### src/rtl/cubic_bezier_path_subdivider_unit_assert.svh
// Assertion macros used by the subdivider controller RTL.
`ifndef CUBIC_BEZIER_PATH_SUBDIVIDER_UNIT_ASSERT_SVH
`define CUBIC_BEZIER_PATH_SUBDIVIDER_UNIT_ASSERT_SVH
`ifndef ASSERT_OFF
`define CBPS_ASSERT(lbl, clk, rst_n, prop) \
  lbl: assert property (@(posedge clk) disable iff (!rst_n) prop) \
    else $error("assertion failed");
`define CBPS_ASSERT_NEVER(lbl, clk, rst_n, expr) \
  lbl: assert property (@(posedge clk) disable iff (!rst_n) !(expr)) \
    else $error("forbidden condition");
`else
`define CBPS_ASSERT(lbl, clk, rst_n, prop)
`define CBPS_ASSERT_NEVER(lbl, clk, rst_n, expr)
`endif
`endif

### src/rtl/cbps_pkg.sv
`timescale 1ns / 1ps
// ----------------------------------------------------------------------------
// cbps_pkg
// Shared constants and controller/datapath interface types.
// ----------------------------------------------------------------------------
package cbps_pkg;

  localparam int COORD_W = 16;
  localparam int N_W     = 6;
  localparam int W_W     = 3 * N_W;       // weights and n^3
  localparam int ACC_W   = COORD_W + W_W + 2;
  localparam int Q_W     = COORD_W;
  localparam int REM_W   = W_W;
  localparam int NPTS    = 4;
  localparam int IDX_W   = 2;
  localparam int CNT_W   = 4;
  localparam logic [N_W-1:0] N_RESET = N_W'(10);
  localparam logic [CNT_W-1:0] MAC_LAST = CNT_W'(NPTS - 1);
  localparam logic [CNT_W-1:0] DIV_LAST = CNT_W'(Q_W - 1);

  typedef enum logic [3:0] {
    OP_NONE,
    OP_WGT0,
    OP_WGT1,
    OP_MAC,
    OP_DIV_INIT,
    OP_DIV,
    OP_LOAD_CURVE,
    OP_LOAD_RAW
  } dp_op_e;

  typedef struct packed {
    dp_op_e           op;
    logic             store_wr;
    logic             copy_end;    // move segment end point to slot 0
    logic [IDX_W-1:0] wr_idx;
    logic [IDX_W-1:0] rd_idx;
    logic [N_W-1:0]   j;
    logic [N_W-1:0]   n;
    logic             run_last;
  } dp_cmd_t;

  typedef struct packed {
    logic out_free;
  } dp_sts_t;

endpackage

### src/rtl/cbps_datapath.sv
`timescale 1ns / 1ps
// ----------------------------------------------------------------------------
// cbps_datapath
// Control point store, Bernstein weights, MAC, restoring divider, output reg.
// ----------------------------------------------------------------------------
module cbps_datapath (
  input  logic                                   clk_i,
  input  logic                                   rst_ni,
  input  cbps_pkg::dp_cmd_t                      cmd_i,
  output cbps_pkg::dp_sts_t                      sts_o,
  input  logic signed [cbps_pkg::COORD_W-1:0]    px_i,
  input  logic signed [cbps_pkg::COORD_W-1:0]    py_i,
  output logic                                   out_valid_o,
  input  logic                                   out_ready_i,
  output logic signed [cbps_pkg::COORD_W-1:0]    qx_o,
  output logic signed [cbps_pkg::COORD_W-1:0]    qy_o,
  output logic                                   run_last_o
);
  import cbps_pkg::*;

  logic signed [COORD_W-1:0] sx_q [NPTS];
  logic signed [COORD_W-1:0] sy_q [NPTS];
  logic [2*N_W-1:0] uu_q, jj_q, uj_q, nn_q;
  logic [W_W-1:0]   w_q [NPTS];
  logic [W_W-1:0]   n3_q;
  logic signed [ACC_W-1:0] accx_q, accy_q;
  logic [REM_W-1:0] remx_q, remy_q;
  logic [Q_W-1:0]   quox_q, quoy_q;
  logic             negx_q, negy_q;
  logic             out_valid_q, run_last_q;
  logic signed [COORD_W-1:0] qx_q, qy_q;

  logic [N_W-1:0] u;
  logic [2*N_W-1:0] u_x, j_x, n_x;
  logic [W_W-1:0]   u_w, j_w, n_w;
  logic signed [COORD_W+W_W:0] prodx, prody;
  logic [ACC_W-1:0] magx, magy;
  logic [REM_W:0] r2x, r2y;
  logic gex, gey;
  logic out_free;

  assign u        = cmd_i.n - cmd_i.j;
  assign u_x      = {{N_W{1'b0}}, u};
  assign j_x      = {{N_W{1'b0}}, cmd_i.j};
  assign n_x      = {{N_W{1'b0}}, cmd_i.n};
  assign u_w      = {{(W_W-N_W){1'b0}}, u};
  assign j_w      = {{(W_W-N_W){1'b0}}, cmd_i.j};
  assign n_w      = {{(W_W-N_W){1'b0}}, cmd_i.n};
  assign prodx    = $signed({1'b0, w_q[cmd_i.rd_idx]}) * sx_q[cmd_i.rd_idx];
  assign prody    = $signed({1'b0, w_q[cmd_i.rd_idx]}) * sy_q[cmd_i.rd_idx];
  assign magx     = accx_q[ACC_W-1] ? ACC_W'(-accx_q) : ACC_W'(accx_q);
  assign magy     = accy_q[ACC_W-1] ? ACC_W'(-accy_q) : ACC_W'(accy_q);
  assign r2x      = {remx_q, quox_q[Q_W-1]};
  assign r2y      = {remy_q, quoy_q[Q_W-1]};
  assign gex      = r2x >= {1'b0, n3_q};
  assign gey      = r2y >= {1'b0, n3_q};
  assign out_free = !out_valid_q || out_ready_i;
  assign sts_o.out_free = out_free;

  always_ff @(posedge clk_i) begin
    if (cmd_i.store_wr) begin
      sx_q[cmd_i.wr_idx] <= px_i;
      sy_q[cmd_i.wr_idx] <= py_i;
    end else if (cmd_i.copy_end) begin
      sx_q[0] <= sx_q[NPTS-1];
      sy_q[0] <= sy_q[NPTS-1];
    end
    unique case (cmd_i.op)
      OP_WGT0: begin
        uu_q <= u_x * u_x;
        jj_q <= j_x * j_x;
        uj_q <= u_x * j_x;
        nn_q <= n_x * n_x;
      end
      OP_WGT1: begin
        w_q[0] <= W_W'(uu_q) * u_w;
        w_q[1] <= W_W'(3) * W_W'(uu_q) * j_w;
        w_q[2] <= W_W'(3) * W_W'(uj_q) * j_w;
        w_q[3] <= W_W'(jj_q) * j_w;
        n3_q   <= W_W'(nn_q) * n_w;
      end
      OP_MAC: begin
        // first term restarts the sum
        accx_q <= ((cmd_i.rd_idx == '0) ? ACC_W'(0) : accx_q) + ACC_W'(prodx);
        accy_q <= ((cmd_i.rd_idx == '0) ? ACC_W'(0) : accy_q) + ACC_W'(prody);
      end
      OP_DIV_INIT: begin
        // quotient fits Q_W bits, so the high part is already below n^3
        remx_q <= magx[Q_W +: REM_W];
        remy_q <= magy[Q_W +: REM_W];
        quox_q <= magx[Q_W-1:0];
        quoy_q <= magy[Q_W-1:0];
        negx_q <= accx_q[ACC_W-1];
        negy_q <= accy_q[ACC_W-1];
      end
      OP_DIV: begin
        remx_q <= gex ? REM_W'(r2x - {1'b0, n3_q}) : r2x[REM_W-1:0];
        remy_q <= gey ? REM_W'(r2y - {1'b0, n3_q}) : r2y[REM_W-1:0];
        quox_q <= {quox_q[Q_W-2:0], gex};
        quoy_q <= {quoy_q[Q_W-2:0], gey};
      end
      default: begin
      end
    endcase
  end

  always_ff @(posedge clk_i or negedge rst_ni) begin
    if (!rst_ni) begin
      out_valid_q <= 1'b0;
    end else if (out_free && (cmd_i.op == OP_LOAD_CURVE || cmd_i.op == OP_LOAD_RAW)) begin
      out_valid_q <= 1'b1;
    end else if (out_ready_i) begin
      out_valid_q <= 1'b0;
    end
  end

  always_ff @(posedge clk_i) begin
    if (out_free && cmd_i.op == OP_LOAD_CURVE) begin
      qx_q       <= negx_q ? COORD_W'(-quox_q) : COORD_W'(quox_q);
      qy_q       <= negy_q ? COORD_W'(-quoy_q) : COORD_W'(quoy_q);
      run_last_q <= cmd_i.run_last;
    end else if (out_free && cmd_i.op == OP_LOAD_RAW) begin
      qx_q       <= sx_q[cmd_i.rd_idx];
      qy_q       <= sy_q[cmd_i.rd_idx];
      run_last_q <= cmd_i.run_last;
    end
  end

  assign out_valid_o = out_valid_q;
  assign qx_o        = qx_q;
  assign qy_o        = qy_q;
  assign run_last_o  = run_last_q;

endmodule

### src/rtl/cbps_ctrl.sv
`timescale 1ns / 1ps
`include "cubic_bezier_path_subdivider_unit_assert.svh"
// ----------------------------------------------------------------------------
// cbps_ctrl
// Path tracking and per-point sequencing of the subdivider datapath.
// ----------------------------------------------------------------------------
module cbps_ctrl (
  input  logic                         clk_i,
  input  logic                         rst_ni,
  input  logic                         in_valid_i,
  output logic                         in_ready_o,
  input  logic                         path_end_i,
  input  logic [cbps_pkg::N_W-1:0]     subdivisions_i,
  input  cbps_pkg::dp_sts_t            sts_i,
  output cbps_pkg::dp_cmd_t            cmd_o
);
  import cbps_pkg::*;

  typedef enum logic [2:0] {
    S_IDLE, S_WGT0, S_WGT1, S_MAC, S_DIVI, S_DIV, S_EMIT, S_RAW
  } state_e;

  state_e           state_q;
  logic             started_q, seen_q;
  logic [IDX_W-1:0] pis_q, lim_q;
  logic [CNT_W-1:0] cnt_q;
  logic [N_W-1:0]   j_q, n_q;
  logic             accept;
  logic [IDX_W-1:0] npis;

  assign in_ready_o = (state_q == S_IDLE);
  assign accept     = in_valid_i && in_ready_o;
  assign npis       = started_q ? pis_q + IDX_W'(1) : '0;

  always_comb begin
    cmd_o          = '0;
    cmd_o.op       = OP_NONE;
    cmd_o.j        = j_q;
    cmd_o.n        = n_q;
    cmd_o.rd_idx   = cnt_q[IDX_W-1:0];
    cmd_o.store_wr = accept;
    cmd_o.wr_idx   = npis;
    unique case (state_q)
      S_WGT0: cmd_o.op = OP_WGT0;
      S_WGT1: cmd_o.op = OP_WGT1;
      S_MAC:  cmd_o.op = OP_MAC;
      S_DIVI: cmd_o.op = OP_DIV_INIT;
      S_DIV:  cmd_o.op = OP_DIV;
      S_EMIT: begin
        cmd_o.op       = OP_LOAD_CURVE;
        cmd_o.run_last = (j_q == n_q);
        cmd_o.copy_end = sts_i.out_free && (j_q == n_q);
      end
      S_RAW: begin
        cmd_o.op       = OP_LOAD_RAW;
        cmd_o.run_last = (cnt_q[IDX_W-1:0] == lim_q);
      end
      default: cmd_o.op = OP_NONE;
    endcase
  end

  always_ff @(posedge clk_i or negedge rst_ni) begin
    if (!rst_ni) begin
      state_q   <= S_IDLE;
      started_q <= 1'b0;
      seen_q    <= 1'b0;
      pis_q     <= '0;
      lim_q     <= '0;
      cnt_q     <= '0;
      j_q       <= '0;
      n_q       <= N_W'(1);
    end else begin
      unique case (state_q)
        S_IDLE: begin
          if (accept) begin
            cnt_q <= '0;
            j_q   <= '0;
            n_q   <= (subdivisions_i == '0) ? N_W'(1) : subdivisions_i;
            lim_q <= npis;
            if (path_end_i) begin
              started_q <= 1'b0;
              seen_q    <= 1'b0;
              pis_q     <= '0;
            end else begin
              started_q <= 1'b1;
              seen_q    <= started_q && (seen_q || npis == IDX_W'(NPTS - 1));
              pis_q     <= (npis == IDX_W'(NPTS - 1)) ? '0 : npis;
            end
            if (npis == IDX_W'(NPTS - 1)) begin
              state_q <= S_WGT0;
            end else if (path_end_i && !(started_q && seen_q)) begin
              state_q <= S_RAW;
            end
          end
        end
        S_WGT0: state_q <= S_WGT1;
        S_WGT1: begin
          cnt_q   <= '0;
          state_q <= S_MAC;
        end
        S_MAC: begin
          if (cnt_q == MAC_LAST) begin
            state_q <= S_DIVI;
          end
          cnt_q <= (cnt_q == MAC_LAST) ? '0 : cnt_q + CNT_W'(1);
        end
        S_DIVI: begin
          cnt_q   <= '0;
          state_q <= S_DIV;
        end
        S_DIV: begin
          if (cnt_q == DIV_LAST) begin
            state_q <= S_EMIT;
          end
          cnt_q <= cnt_q + CNT_W'(1);
        end
        S_EMIT: begin
          // hold until the output register frees up
          if (sts_i.out_free) begin
            if (j_q == n_q) begin
              state_q <= S_IDLE;
            end else begin
              j_q     <= j_q + N_W'(1);
              state_q <= S_WGT0;
            end
          end
        end
        S_RAW: begin
          if (sts_i.out_free) begin
            if (cnt_q[IDX_W-1:0] == lim_q) begin
              state_q <= S_IDLE;
            end
            cnt_q <= cnt_q + CNT_W'(1);
          end
        end
        default: state_q <= S_IDLE;
      endcase
    end
  end

  `CBPS_ASSERT(a_load_free, clk_i, rst_ni, (state_q == S_EMIT && !sts_i.out_free) |=> (state_q == S_EMIT))
  `CBPS_ASSERT_NEVER(a_j_range, clk_i, rst_ni, j_q > n_q)
  `CBPS_ASSERT(a_end_clears, clk_i, rst_ni, (accept && path_end_i) |=> !started_q)

endmodule

### src/rtl/cubic_bezier_path_subdivider_unit.sv
`timescale 1ns / 1ps
// Takes a path of control points, one per beat, and emits subdivision points of
// every closed cubic segment. A point that opens a segment or buffers is taken
// while the controller stays idle. A closing point starts N+1 curve points, each
// stepped through the bit-serial datapath (weights, MAC, divide, load); a short
// path emits one point a cycle while the output register is free.
// ----------------------------------------------------------------------------
// cubic_bezier_path_subdivider_unit
// Top level: config register, controller and datapath.
// ----------------------------------------------------------------------------
module cubic_bezier_path_subdivider_unit (
  input  logic                                clk_i,
  input  logic                                rst_ni,
  input  logic                                cfg_we_i,
  input  logic [cbps_pkg::N_W-1:0]            cfg_wdata_i,
  input  logic                                in_valid_i,
  output logic                                in_ready_o,
  input  logic signed [cbps_pkg::COORD_W-1:0] px_i,
  input  logic signed [cbps_pkg::COORD_W-1:0] py_i,
  input  logic                                path_end_i,
  output logic                                out_valid_o,
  input  logic                                out_ready_i,
  output logic signed [cbps_pkg::COORD_W-1:0] qx_o,
  output logic signed [cbps_pkg::COORD_W-1:0] qy_o,
  output logic                                run_last_o
);
  import cbps_pkg::*;

  logic [N_W-1:0] subdiv_q;
  dp_cmd_t        cmd;
  dp_sts_t        sts;

  always_ff @(posedge clk_i or negedge rst_ni) begin
    if (!rst_ni) begin
      subdiv_q <= N_RESET;
    end else if (cfg_we_i) begin
      subdiv_q <= cfg_wdata_i;
    end
  end

  cbps_ctrl u_ctrl (
    .clk_i          (clk_i),
    .rst_ni         (rst_ni),
    .in_valid_i     (in_valid_i),
    .in_ready_o     (in_ready_o),
    .path_end_i     (path_end_i),
    .subdivisions_i (subdiv_q),
    .sts_i          (sts),
    .cmd_o          (cmd)
  );

  cbps_datapath u_dp (
    .clk_i       (clk_i),
    .rst_ni      (rst_ni),
    .cmd_i       (cmd),
    .sts_o       (sts),
    .px_i        (px_i),
    .py_i        (py_i),
    .out_valid_o (out_valid_o),
    .out_ready_i (out_ready_i),
    .qx_o        (qx_o),
    .qy_o        (qy_o),
    .run_last_o  (run_last_o)
  );

endmodule

### config.mk
export PLATFORM = sky130hd
export DESIGN_NAME = cubic_bezier_path_subdivider_unit
export DESIGN_NICKNAME = d
export VERILOG_FILES = /design/src/rtl/cbps_pkg.sv /design/src/rtl/cbps_datapath.sv /design/src/rtl/cbps_ctrl.sv /design/src/rtl/cubic_bezier_path_subdivider_unit.sv
export VERILOG_INCLUDE_DIRS = /design/src /design/src/rtl
export SDC_FILE = /design/constraint.sdc
export NUM_CORES = 2
export LEC_CHECK = 0
export ABC_AREA = 1
export BUFFER_PORTS_ARGS = -buffer_cell sky130_fd_sc_hd__buf_4
export CAP_MARGIN = 20
export CORE_MARGIN = 3
export CORE_UTILIZATION = 25
export DETAILED_ROUTE_END_ITERATION = 6
export PLACE_DENSITY = 0.42
export REMOVE_ABC_BUFFERS = 1
export SLEW_MARGIN = 20
export SYNTH_ARGS = -nofsm -noshare
export SYNTH_HDL_FRONTEND = slang
export SYNTH_SLANG_ARGS = --single-unit
### constraint.sdc
create_clock -name clk_i -period 7.1 [get_ports clk_i]
set_input_delay 0.71 -clock clk_i [delete_from_list [all_inputs] [get_ports clk_i]]
set_output_delay 0.71 -clock clk_i [all_outputs]
set_load 0.005 [all_outputs]
==> run_summary.xml <==
<?xml version="1.0" encoding="UTF-8"?>
<metrics>
  <group name="yosys">
    <metric name="synth_compound_gate_area_share" unit="%">7.155</metric>
    <metric name="ys_dominant_reg_cell" unit="">edfxtp_1</metric>
    <metric name="synth_edf_count" unit="">438</metric>
    <metric name="yosys_warnings" unit="">0</metric>
    <metric name="synth_xor_xnor_area_share" unit="%">3.308</metric>
    <metric name="synthCells" unit="">7216</metric>
    <metric name="syn-mean-instance-area" unit="sq um">8.293</metric>
    <metric name="synthSimpleGateAreaFrac" unit="%">18.31</metric>
    <metric name="ys_seq_area_share" unit="%">23.32</metric>
    <metric name="ys_async_sr_fraction" unit="%">6.809</metric>
    <metric name="synth_adder_area_share" unit="%">36.38</metric>
    <metric name="yosys.cell_types.count" unit="">59</metric>
    <metric name="post_synth_mux_area_share" unit="%">0.05645</metric>
    <metric name="synth-seq-cells" unit="">470</metric>
    <metric name="netlist_area" unit="sq um">59840</metric>
    <metric name="dominant_combinational_cell_family_by_area_after_synthesis" unit="">adder cells</metric>
  </group>
  <group name="grt">
    <metric name="grt_pass1_wl" unit="um">306600</metric>
    <metric name="grt_start_max_net_pins" unit="">86</metric>
    <metric name="initial_antenna_violation_count" unit="">4</metric>
    <metric name="overflow" unit="">0</metric>
    <metric name="globalRouteTotalUtil" unit="%">16.31</metric>
    <metric name="first_global_vias" unit="">49910</metric>
  </group>
  <group name="critical_path">
    <metric name="endpoint_kind" unit="">register</metric>
    <metric name="crit_required" unit="ps">7550</metric>
    <metric name="cp_max_fo" unit="">24</metric>
    <metric name="rr_worst_depth" unit="">25</metric>
    <metric name="startpoint_type" unit="">register</metric>
    <metric name="crit_path_arrival_time" unit="ps">7270</metric>
    <metric name="setup.worst_path.class" unit="">reg -&gt; reg</metric>
  </group>
  <group name="drt">
    <metric name="first_pass_iters" unit="">7</metric>
    <metric name="vias_per_cell" unit="">4.485</metric>
    <metric name="drc_errors" unit="">10</metric>
    <metric name="totalWireLength" unit="um">197700</metric>
    <metric name="dr.first_iter.drc_count" unit="">2961</metric>
    <metric name="final_antenna_net_count" unit="">0</metric>
    <metric name="routed-via-count" unit="">47270</metric>
    <metric name="per_cell_routed_wire_length" unit="um">18.76</metric>
  </group>
  <group name="layout">
    <metric name="diodes" unit="">0</metric>
    <metric name="fillCellCount" unit="">25610</metric>
    <metric name="synth_to_final_area_change" unit="%">12.61</metric>
    <metric name="fraction_of_final_layout_cells_sized_beyond_drive_strength_1" unit="%">6.576</metric>
    <metric name="nets" unit="">8662</metric>
  </group>
  <group name="clock_tree">
    <metric name="cts_buffers" unit="">60</metric>
    <metric name="cts.reportedPaths.clkPinSlew" unit="ps">70</metric>
    <metric name="cts_buffer_depth" unit="">3</metric>
    <metric name="h-tree-depth" unit="">2</metric>
    <metric name="tritoncts" unit="">yes</metric>
    <metric name="clock_latency_at_the_later_pin_of_the_worst_skew_pair" unit="ps">710</metric>
    <metric name="clk_root_buffer_cell" unit="">clkbuf_16</metric>
    <metric name="clock_sinks" unit="">470</metric>
  </group>
  <group name="sta">
    <metric name="rsz_0062_raised_after_global_routing" unit="">yes</metric>
    <metric name="final_period_minus_worst_setup_slack" unit="ps">6820</metric>
    <metric name="layout_worst_path_cycle_share" unit="%">96.06</metric>
    <metric name="setup_viol" unit="">0</metric>
    <metric name="timing.clock.skew" unit="ps">46.45</metric>
    <metric name="final_hold_viol_count" unit="">0</metric>
    <metric name="fin_hold_ws" unit="ps">235.2</metric>
    <metric name="tightestPinTransition" unit="ps">1115</metric>
    <metric name="fmaxAchievable" unit="GHz">0.1466</metric>
    <metric name="report.final.slew_viol_count" unit="">0</metric>
    <metric name="slew_headroom" unit="%">25.61</metric>
  </group>
  <group name="die">
    <metric name="rows" unit="">178</metric>
    <metric name="initial_core_utilization" unit="%">25.28</metric>
    <metric name="die_w" unit="um">495.3</metric>
    <metric name="die_outline_area" unit="sq um">245300</metric>
    <metric name="die_y" unit="um">495.3</metric>
    <metric name="io_pins" unit="">79</metric>
    <metric name="core-area" unit="sq um">236700</metric>
  </group>
  <group name="placement">
    <metric name="globalplace.congestion" unit="">0.8929</metric>
    <metric name="detailedPlacementHpwl" unit="um">161200</metric>
    <metric name="portBuffers" unit="">78</metric>
  </group>
  <group name="hold_path">
    <metric name="worstHoldPathType" unit="">in -&gt; reg</metric>
    <metric name="min_delay_path_depth" unit="">3</metric>
  </group>
  <group name="run_status">
    <metric name="failing_checks" unit="">design-rule violations</metric>
    <metric name="run_status" unit="">finished, violations left</metric>
  </group>
  <group name="job">
    <metric name="max_cap_violations" unit="">0</metric>
  </group>
</metrics>
==> state kept, by name, indices dropped and copies added (netlist names), 3 cells and up <==
name and cells:
u_ctrl.cnt_q 4, u_dp.remx_q 18, u_dp.uu_q 11, u_dp.w_q 72, u_dp.qy_o 16, u_dp.n3_q 18, u_dp.accy_q 36, u_dp.qx_o 16
u_dp.sy_q 64, u_ctrl.n_q 6, u_dp.accx_q 36, u_dp.uj_q 12, u_dp.nn_q 11, u_ctrl.j_q 6, u_dp.sx_q 64, subdiv_q 6
u_dp.remy_q 18, u_dp.jj_q 11, u_dp.quox_q 16, u_ctrl.state_q 3, u_dp.quoy_q 16
==> Yosys cell counts (24+ instances only) <==
library cell,n,area share (%)
edfxtp_1,438,22
nor2_1,701,4.4
o21ai_1,25,0.21
clkbuf_1,77,0.48
dfrtp_1,29,1.2
xnor2_1,47,0.69
o211ai_1,54,0.68
nand4_1,38,0.40
ha_1,508,11
nand3_1,270,2.3
buf_2,101,0.84
fa_1,770,26
inv_1,1517,9.5
a21oi_1,259,2.2
nand2_1,1638,10
a31oi_1,24,0.25
xor2_1,179,2.6
o21ai_0,265,2.2
nor3_1,50,0.42
==> area by class of cell <==
cell class                 count  area (sq um)  area share (%)
multi-input combinational   4993         39220           58.20
sequential                   470         13960           20.72
inverter                    1543          5841           8.667
tap                         3150          3941           5.848
timing repair buffer         272          2372           3.520
clock buffer                  65          1520           2.256
clock inverter                48         533.0          0.7909
==> placed cells by master (no fill, tap or decap), types with 10 or more instances in the layout <==
cell and count:
nor2_1 693, a31oi_1 24, nand2_1 1635, nand4_1 38, dfrtp_1 24, o211ai_1 54, a32oi_2 15, o21ai_1 27
inv_2 18, clkinv_1 12, ha_1 507, o21bai_1 16, inv_1 1506, xnor2_1 47, conb_1 10, a21o_1 18
fa_1 770, or2_2 11, nor3_1 47, clkbuf_16 60, buf_4 242, xor2_1 179, o31ai_1 14, o21a_1 10
o21ai_0 263, nand3_1 269, a21oi_1 258, edfxtp_1 438, buf_12 25, clkinvlp_4 17
==> stage by stage <==
step / setup TNS, ps / utilization, % / setup WS (ps) / instance area [sq um] / cells
2_1_floorplan: -36140 / - / -968.7 / 58820 / 7006
3_3_place_gp: 0 / 27.52 / 1.010 / 65160 / 10420
3_5_place_dp: -49.16 / 27.52 / -49.16 / 65160 / 10420
4_1_cts: 0 / 28.40 / 65.96 / 67230 / 10540
5_1_grt: -53.42 / 28.47 / -28.24 / 67390 / 10540
6_report: 0 / 28.47 / 279.9 / 67390 / 10540
==> worst paths after layout <==
kind | end | startpoint | slack (ps)
worst max-delay path | u_dp.accx_q[30] | u_ctrl.cnt_q[1] | 280
worst min-delay path | subdiv_q[4] | cfg_wdata_i[4] | 240
worst max register to register | u_dp.accx_q[30] | u_ctrl.cnt_q[1] | 280
worst min register to register | u_ctrl.n_q[2] | subdiv_q[2] | 480
max in group asynchronous | u_ctrl.j_q[5] | rst_ni | 6140
min in group asynchronous | u_dp.out_valid_o | rst_ni | 520
==> worst max-delay path: stages, from the launching register on <==
cell      delay (ps)
dfrtp_2          440
inv_4            210
buf_12           230
a21oi_1           80
a32oi_2          270
buf_12           220
inv_4            170
nor2_1           170
fa_1             450
inv_1             80
fa_1             450
fa_1             500
fa_1             550
inv_1             60
fa_1             490
fa_1             440
ha_1             320
a21oi_1          200
a21boi_0         340
o21ai_1          260
nand2_1          110
nand2_1          110
nand3_1          190
nand2_1           70
nand2_1           60
nand2_1           50
==> cells by family after synthesis <==
logic type / Yosys count
buf+inv: 1761
xor+xnor: 226
fa+ha+maj: 1278
mux: 3
flops: 470
simple gates: 2741
compound gates: 735
other cells: 2
==> what timing repair did <==
item | in CTS | in global routing
gates resized for setup | 1 | 32
hold endpoints to repair | 29 | 0
setup endpoints to repair | 1 | 39
buffers inserted | 0 | 6
hold buffers | 1 | 0
==> metal layers <==
metal / track usage (%) / wire length [um] / part of all wire [%]
met5: 0 / 0 / 0
met2: 28.10 / 95590 / 48
met3: 1.469 / 7408 / 3.7
met4: 4.486 / 5659 / 2.9
met1: 21.81 / 89060 / 45
Power is not shown: default switching activity piles up to over one toggle a cycle in this logic, so the estimate is an artifact.
